`config.mk`:
```
export PLATFORM = sky130hd
export DESIGN_NAME = tlil_ctrl
export DESIGN_NICKNAME = d
export VERILOG_FILES = /design/src/hdl/assert_macros.svh /design/src/hdl/tlil_pkg.sv /design/src/hdl/tlil_ctrl.sv
export SDC_FILE = /design/constraint.sdc
export NUM_CORES = 1
export LEC_CHECK = 0
export ABC_AREA = 1
export BUFFER_PORTS_ARGS = -buffer_cell sky130_fd_sc_hd__buf_2
export CORE_AREA = 2 2 39 41
export DETAILED_ROUTE_END_ITERATION = 7
export DIE_AREA = 0 0 41 43
export SKIP_LAST_GASP = 1
export SLEW_MARGIN = 25
export SYNTH_ARGS = -nofsm -noshare
export SYNTH_HDL_FRONTEND = slang
export SYNTH_SLANG_ARGS = --single-unit
```
`constraint.sdc`:
```
create_clock -name clk -period 0.95 [get_ports clk]
set_input_delay 0.095 -clock clk [delete_from_list [all_inputs] [get_ports clk]]
set_output_delay 0.095 -clock clk [all_outputs]
set_load 0.01 [all_outputs]
```
`src/hdl/assert_macros.svh`:
```
// Assertion helpers used by the line index RTL.
// Each macro samples on clk and is disabled while rst_n is low.
`ifndef ASSERT_MACROS_SVH
`define ASSERT_MACROS_SVH

// Same-cycle implication.
`define ASSERT_IMPLY(label, ante, cons, msg) \
    label: assert property (@(posedge clk) disable iff (!rst_n) (ante) |-> (cons)) \
        else $error(msg);

// Next-cycle implication.
`define ASSERT_NEXT(label, ante, cons, msg) \
    label: assert property (@(posedge clk) disable iff (!rst_n) (ante) |=> (cons)) \
        else $error(msg);

`endif

```
`src/hdl/tlil_pkg.sv`:
```
// Package for the text line index and lookup core.
// Holds command and status codes, character codes, the controller state type
// and the command/status structs between controller and datapath. No dependencies.
`default_nettype none

package tlil_pkg;

    localparam int CMD_W    = 3;
    localparam int CHAR_W   = 16;
    localparam int STATUS_W = 2;

    // Item commands
    localparam logic [CMD_W-1:0] CMD_CHAR       = 3'd0;
    localparam logic [CMD_W-1:0] CMD_END        = 3'd1;
    localparam logic [CMD_W-1:0] CMD_POS_QUERY  = 3'd2;
    localparam logic [CMD_W-1:0] CMD_LINE_QUERY = 3'd3;
    localparam logic [CMD_W-1:0] CMD_CLEAR      = 3'd4;

    // Result status codes
    localparam logic [STATUS_W-1:0] STATUS_OK    = 2'd0;
    localparam logic [STATUS_W-1:0] STATUS_FULL  = 2'd1;
    localparam logic [STATUS_W-1:0] STATUS_RANGE = 2'd2;

    // Line terminators
    localparam logic [CHAR_W-1:0] CH_CR = 16'd13;
    localparam logic [CHAR_W-1:0] CH_LF = 16'd10;

    typedef enum logic [1:0] {
        ST_IDLE,
        ST_SEARCH,
        ST_COMPARE,
        ST_FINISH
    } state_t;

    // Controller to datapath
    typedef struct packed {
        logic take_item;      // word accepted this cycle
        logic search_step;    // read the midpoint line start
        logic search_update;  // narrow the search window
        logic fetch_issue;    // read the found entry
        logic finish;         // load the result from table read data
    } ctrl_cmd_t;

    // Datapath to controller
    typedef struct packed {
        logic out_free;       // result register can take a word this cycle
        logic deferred;       // current word needs a table read
        logic is_pos_query;   // current word is a position query
        logic search_more;    // search window holds more than one entry
    } dp_status_t;

endpackage

`default_nettype wire

```
`src/hdl/tlil_ctrl.sv`:
```
// Controller for the text line index and lookup core.
// Sequences table reads for queries; uses tlil_pkg command/status structs.
`default_nettype none

module tlil_ctrl
(
    input  wire                    clk,
    input  wire                    rst_n,
    input  wire                    item_valid,
    output logic                   item_stall,
    input  tlil_pkg::dp_status_t   dp_status,
    output tlil_pkg::ctrl_cmd_t    ctrl_cmd
);

    tlil_pkg::state_t state_reg;
    tlil_pkg::state_t state_next;

    // State register
    always_ff @(posedge clk or negedge rst_n)
    begin
        if (!rst_n)
        begin
            state_reg <= tlil_pkg::ST_IDLE;
        end
        else
        begin
            state_reg <= state_next;
        end
    end

    // Next state and commands
    always_comb
    begin
        state_next = state_reg;
        ctrl_cmd   = '0;
        item_stall = 1'b1;
        unique case (state_reg)
            tlil_pkg::ST_IDLE:
            begin
                item_stall = !dp_status.out_free;
                if (item_valid && dp_status.out_free)
                begin
                    ctrl_cmd.take_item = 1'b1;
                    if (dp_status.deferred)
                    begin
                        state_next = dp_status.is_pos_query ? tlil_pkg::ST_SEARCH
                                                            : tlil_pkg::ST_FINISH;
                    end
                end
            end
            tlil_pkg::ST_SEARCH:
            begin
                if (dp_status.search_more)
                begin
                    ctrl_cmd.search_step = 1'b1;
                    state_next           = tlil_pkg::ST_COMPARE;
                end
                else
                begin
                    ctrl_cmd.fetch_issue = 1'b1;
                    state_next           = tlil_pkg::ST_FINISH;
                end
            end
            tlil_pkg::ST_COMPARE:
            begin
                ctrl_cmd.search_update = 1'b1;
                state_next             = tlil_pkg::ST_SEARCH;
            end
            tlil_pkg::ST_FINISH:
            begin
                ctrl_cmd.finish = 1'b1;
                state_next      = tlil_pkg::ST_IDLE;
            end
            default:
            begin
                state_next = tlil_pkg::ST_IDLE;
            end
        endcase
    end

endmodule

`default_nettype wire

```
### Yosys cells after proc, flatten, opt, wreduce, memory -nomap -nowiden

Cells that the tools add are included.

| storage, ports and cells | value |
|---|---|
| output and inout port bits | 6 |
| register bits after elaboration | 2 |
| logic and storage cells | 24 |
| input port bits | 7 |

| cells by class | value |
|---|---|
| equal/unequal tests | 5 |
| muxes and demuxes | 14 |
| reduce and logical (&&, ||, !) cells | 4 |

Operators with widths:

| operator | count |
|---|---|
| two-way mux 1 bit | 10 |
| case mux 2 bit (4 select lines) | 1 |
| two-way mux 2 bit | 3 |
| equality test 2 bit (second input constant) | 2 |
| inequality test 2 bit (second input constant) | 2 |
| equality test 2 x 1 -> 1 bit (second input constant) | 1 |
| zero test 2 bit | 1 |
| AND reduction 2 bit | 1 |
| logical AND 1 bit | 1 |
| zero test 1 bit | 1 |

### Longest topological paths before layout

Gate-level depths: netlist of run 1.

| logic depth | value |
|---|---|
| depth after elaboration | 4 |
| gate-level depth with buffers | 4 |
| gate-level depth less buffers | 4 |

### Worst setup path before layout of run 1

Ideal clock, no wire load.

| timing path | value |
|---|---|
| path type | reg2out |
| from | register state_reg[0] |
| to | output port ctrl_cmd[4] (netlist name) |
| arrival | 0.791 ns |
| required time | 0.855 ns |
| stages on the path, launching flop included | 4 |
| slack | 0.064 ns |
| path buffers | 0 |
| cell sequence | dfrtp_1 > nor2_2 > nand2_2 > nor2_2 |

RTL lines:

| element | line | text |
|---|---|---|
| start: declaration | tlil_ctrl.sv:15 | `tlil_pkg::state_t state_reg;` |
| start signal: assignment | tlil_ctrl.sv:23 | `state_reg <= tlil_pkg::ST_IDLE;` |
| start signal: assignment | tlil_ctrl.sv:27 | `state_reg <= state_next;` |
| end: declaration | tlil_ctrl.sv:12 | `output tlil_pkg::ctrl_cmd_t ctrl_cmd` |

==> impl_metrics.tcl, run 1 <==
set metrics [dict create \
    syn_nets 30 \
    rr_startpoint "state_reg[1]" \
    vias 205 \
    failed_checks "negative setup slack" \
    stdcell_count 61 \
    placedCellCount 53 \
    worstSetupStartpointType "flip-flop" \
    drt_pre_antenna_iters 3 \
    leakagePower_uw 0.0001926 \
    synth_area_leaders "dfrtp_1 (35%), inv_1 (16%), nand2_1 (16%), nor2_2 (8.7%), nor2_1 (7.8%)" \
    start_util 0.1040 \
    root_buffer "clkbuf_4" \
    area_growth_pct 127.0 \
    antenna_left 0 \
    seqPwrFrac 0.187 \
    cts_tree "done" \
    period_minus_slack_ns 1.128 \
    cts_sinks 2 \
    drv_cap 0 \
    largest_register_ffs 2 \
    irDropWorstVdd_mv 1.034 \
    synthCells 23 \
    ios 13 \
    gp_congestion 0.6425 \
    maxSlewViolCount 0 \
    finalHoldViolCount 0 \
    io_buffers 12 \
    drt_iter0_drc 4 \
    via_per_inst 3.361 \
    critPathArrivalTime_ns 1.03 \
    startpoint "state_reg[1]" \
    path_clk_slew_ns 0.03 \
    grt_pass1_wl_um 621 \
    ff2ff_path_depth 5 \
    crit_path_end_kind "output pin" \
    setup_violations 8 \
    ys_seq_area_frac 0.3478 \
    drive_gt1_frac 0.6667 \
    clk_latency_ns 0.22 \
    antennaDiodeCount 0 \
    crit_path_end "ctrl_cmd[4]" \
    pwr-share-comb 0.631 \
    fin_skew_ns 0.002538 \
    power_density_nw_per_um2 3185 \
    hp-class "in -> reg" \
    yosysUniqueCellTypes 9 \
    grt_pass1_vias 167 \
    slew_headroom 0.8823 \
    rrSetupSlack_ns -0.05 \
    grt_setup_unrepaired "yes" \
    yosysWarnings 0 \
    max_freq_ghz 0.8863 \
    htreeDepth 1 \
    die-area_um2 1763 \
    core-area_um2 1384 \
    netlist.area_leader.share 0.3478 \
    cts_buffer_depth 2 \
    die_w_um 41 \
    post-route-util 0.2360 \
    netlist_area_um2 143.9 \
    yosys_register_bits 2 \
    avgSynthCellArea_um2 6.256 \
    dieHeight_um 43 \
    status "finished with violations" \
    crit_fanout 4 \
    row_count 14 \
    cp.required_ns 0.85 \
    switching_share 0.3861 \
    hpwl_um 288.2 \
    cts_buffers 3 \
    p_clk_frac 0.182 \
    worst_slack_ns -0.1783 \
    p_int_uw 638.6 \
    grt_usage 0.06313 \
    finalWirelength_um 419 \
    path_class "reg -> out" \
    grt_overflow_total 0 \
    wl_per_cell_um 6.869 \
    worst_pin_slew_ns 0.1747 \
    route.detailed.drc 0 \
    fin_crit_sh 1.188 \
    synth_area_leader_cell "dfrtp_1" \
    r2r_end "state_reg[1]" \
    antenna_found_initial 0 \
    grt_max_degree 6 \
    fin_setup_tns_ns -0.9617 \
    switchingPower_uw 401.6 \
    nets 54 \
]
## through the flow
stage	cell area, um2	worst slack, ns	power [uW]	hold slack, ns
final	326.6	-0.1783	1040	0.1271
after global routing	326.6	-0.2552	1152	0.1375
after CTS	284.0	-0.1753	866.3	0.1240
after detailed placement	239.0	0.01130	598.9	-0.1184
after global placement	239.0	0.02245	590.0	-0.1185
after floorplan	143.9	0.06376	407.3	-0.2006
## cells in the mapped netlist
master,n
dfrtp_1,2
a21oi_2,1
inv_1,6
nor2_2,2
nand2_2,1
nand3_1,1
nand2_1,6
nor2_1,3
o21ai_0,1
## kinds of logic (layout without fill, tap and decap cells)
group                  Yosys count  count (layout)  share of synthesized area
AOI/OAI and AO/OA                2               2                    0.09563
and+or+nand+nor                 13              13                     0.4000
buffers and inverters            6              28                     0.1565
DFF                              2               2                     0.3478
## power groups by stage
stage | logic (uW) | clock network (uW) | registers [uW]
after floorplan | 233 | 0 | 175
after global placement | 428 | 0 | 162
after detailed placement | 434 | 0 | 165
after CTS | 486 | 202 | 178
after global routing | 735 | 217 | 199
final | 657 | 190 | 194
## layer usage
metal / global-route usage / share of wire / up-vias / routed length [um]
met5: 0 / 0 / - / 0
met4: 0.08000 / 0 / 0 / 0
met3: 0.04712 / 0.14 / 0 / 60
met2: 0.06875 / 0.42 / 12 / 176
met1: 0.06390 / 0.43 / 82 / 182
li1: - / - / 111 / -
## repair_timing
action / CTS / global route
endpoints found under the setup margin: 6 / 7
hold buffers: 1 / 0
setup buffers: 1 / 3
pin swaps: 1 / 4
endpoints found under the hold margin: 2 / 0
gates resized for setup: 1 / 8
## critical path, cell delays in order (launching register included)
cell and delay [ns]:
dfrtp_2 0.43, nor2_4 0.12, nand2_2 0.07, nor2_2 0.07, buf_2 0.12
## layout make-up
cell class                      instances  area, um2
Sequential cell                         2      51.30
Fill cell                             159       1057
Inverter                                6      22.52
Clock buffer                            3      22.52
Timing Repair Buffer                   19      126.4
Multi-Input combinational cell         15      83.83
Tap cell                               16      20.02
## cell usage in the layout, fill, tap and decap left out
master         count
nor2_4             1
nand3_1            1
buf_2             12
nor2_2             2
dfrtp_2            1
nor2_1             2
a21oi_2            1
inv_2              1
nand2_1            4
buf_4              3
o21ai_0            1
dfrtp_1            1
clkbuf_4           3
nand2_2            3
dlygate4sd3_1      1
inv_1              5
buf_6              3
## worst min path at each step
stage	start	end	slack [ns]	depth (start not counted)
after CTS	dp_status[1]	state_reg[1]	0.12	4
after global routing	dp_status[1]	state_reg[1]	0.14	4
after global placement	rst_n	state_reg[0]	-0.12	1
after floorplan	rst_n	state_reg[0]	-0.20	0
after detailed placement	rst_n	state_reg[0]	-0.12	1
final	dp_status[1]	state_reg[1]	0.13	4
Note: power is estimated with default switching activity, not from simulation.
==> run 2: changes to the inputs <==
--- a/config.mk
+++ b/config.mk
@@ -10,6 +10,7 @@
 export CORE_AREA = 2 2 39 41
 export DETAILED_ROUTE_END_ITERATION = 7
 export DIE_AREA = 0 0 41 43
+export SETUP_SLACK_MARGIN = 0.15
 export SKIP_LAST_GASP = 1
 export SLEW_MARGIN = 25
 export SYNTH_ARGS = -nofsm -noshare
==> run 2 against run 1 <==
  * The run still ends with negative setup slack left
  * Largest power group unchanged
  * Sequential share of layout area up 0.68 points
  * Combinational power decreased by 11%
  * Global-route usage shrank 0.29 points
  * Total power fell by 9.0%
  * Sequential power is 7% lower
  * Core utilization down 1.5 points
  * Clock power decreased by 4%
  * Critical path type unchanged
  * Critical path depth unchanged
  * Via count unchanged
  * Worst hold slack better by 0.0090 ns
==> impl_metrics.tcl, run 2 (synthesis gave the netlist of run 1 again) <==
set metrics [dict create \
    cts_buffer_depth 2 \
    drive_gt1_frac 0.6047 \
    finalHoldViolCount 0 \
    die-area_um2 1763 \
    fin_total_pwr_uw 946.6 \
    mostFrequentLayoutCells "buf_2 (12), nand2_1 (5), inv_1 (5)" \
    route.detailed.drc 0 \
    fillCellCount 164 \
    period_minus_slack_ns 1.107 \
    drt_iter0_drc 0 \
    finalWirelength_um 449 \
    via_per_inst 3.475 \
    status "finished with violations" \
    worst_pin_slew_ns 0.1611 \
    root_buffer "clkbuf_4" \
    path_class "reg -> out" \
    r2r_end "state_reg[0]" \
    dieHeight_um 43 \
    dp_slack_ns -0.01053 \
    setup_violations 7 \
    leakagePower_uw 0.0001855 \
    fin_skew_ns 0.001698 \
    hp-class "in -> reg" \
    core-area_um2 1384 \
    antennaDiodeCount 0 \
    start_util 0.1040 \
    worst_slack_ns -0.1570 \
    grt_usage 0.06018 \
    final_common_cell "buf_2" \
    drv_cap 0 \
    largest_register_ffs 2 \
    max_freq_ghz 0.9033 \
    grt_pass1_wl_um 558 \
    maxSlewViolCount 0 \
    drt_pre_antenna_iters 1 \
    die_w_um 41 \
    stdcell_count 59 \
    critPathArrivalTime_ns 1.01 \
    worstSetupStartpointType "flip-flop" \
    fin_hold_ws_ns 0.1361 \
    cts_sinks 2 \
    irDropWorstVdd_mv 0.7276 \
    vias 205 \
    rrSetupSlack_ns -0.04 \
    antenna_left 0 \
    hold_start "dp_status[1]" \
    wl_per_cell_um 7.610 \
    ios 13 \
    area_growth_pct 112.2 \
    grt_setup_unrepaired "yes" \
    crit_path_end_kind "output pin" \
    power_density_nw_per_um2 3101 \
    slew_headroom 0.8926 \
    cts_buffers 3 \
    crit_fanout 2 \
    gp_congestion 0.6426 \
    fin_crit_sh 1.165 \
    grt_pass1_vias 165 \
    row_count 14 \
    nets 52 \
    antenna_found_initial 0 \
    io_buffers 12 \
    failed_checks "negative setup slack" \
    path_clk_slew_ns 0.03 \
    placedCellCount 52 \
    ff2ff_path_depth 6 \
    cts_tree "done" \
    post-route-util 0.2206 \
    htreeDepth 1 \
    rr_startpoint "state_reg[0]" \
    grt_overflow_total 0 \
    clk_latency_ns 0.22 \
    holdPathEnd "state_reg[1]" \
    cp.required_ns 0.85 \
    holdPathStages 4 \
    grt_max_degree 6 \
]
==> run 2: worst max-delay path by stage <==
stage / startpoint / to / slack, ns
global placement: state_reg[1] / ctrl_cmd[4] / 0.003
finish: state_reg[0] / ctrl_cmd[4] / -0.16
global route: state_reg[0] / ctrl_cmd[4] / -0.23
detailed placement: state_reg[1] / ctrl_cmd[4] / -0.01
floorplan: state_reg[0] / ctrl_cmd[4] / 0.06
CTS: state_reg[0] / ctrl_cmd[4] / -0.17
==> run 2: worst max-delay path, stage by stage (launching register included) <==
cell and delay, ns:
dfrtp_1 0.40, nor2_4 0.14, nand2_2 0.06, nor2_2 0.07
buf_2 0.12
==> run 2: area by class of cell <==
cell class | instances | area, um2 | area share
Multi-Input combinational cell | 15 | 86.33 | 0.2828
Inverter | 6 | 22.52 | 0.07377
Clock buffer | 3 | 22.52 | 0.07377
Timing Repair Buffer | 17 | 103.9 | 0.3402
Sequential cell | 2 | 50.05 | 0.1639
Tap cell | 16 | 20.02 | 0.06557
==> run 2: routing by layer <==
| layer | track usage | vias up | routed length [um] |
|---|---|---|---|
| met5 | 0 | - | 0 |
| met4 | 0.1000 | 0 | 12 |
| met3 | 0.04712 | 2 | 57 |
| met2 | 0.06875 | 12 | 202 |
| met1 | 0.04487 | 82 | 177 |
| li1 | - | 109 | - |
==> run 2: stage by stage <==
stage               cell area (um2)  TNS (ns)
detailed placement            231.5  -0.01053
finish                        305.3   -0.8631
global placement              231.5         0
CTS                           287.8   -0.8763
floorplan                     143.9         0
global route                  305.3    -1.277
==> run 2: power by group <==
| group | leakage, uW | internal (uW) | switching, uW |
|---|---|---|---|
| sequential | 0.0000242 | 129 | 51.7 |
| clock | 0.0000138 | 139 | 42.9 |
| combinational | 0.000147 | 292 | 292 |
==> run 2: what timing repair did <==
| action | 4_1_cts | 5_1_grt |
|---|---|---|
| pin swaps | 1 | 2 |
| hold buffers | 1 | 0 |
| setup endpoints to repair | 8 | 8 |
| cloned | 0 | 0 |
| endpoints found under the hold margin | 2 | 0 |
| setup buffers | 2 | 1 |
| resized for setup | 3 | 4 |
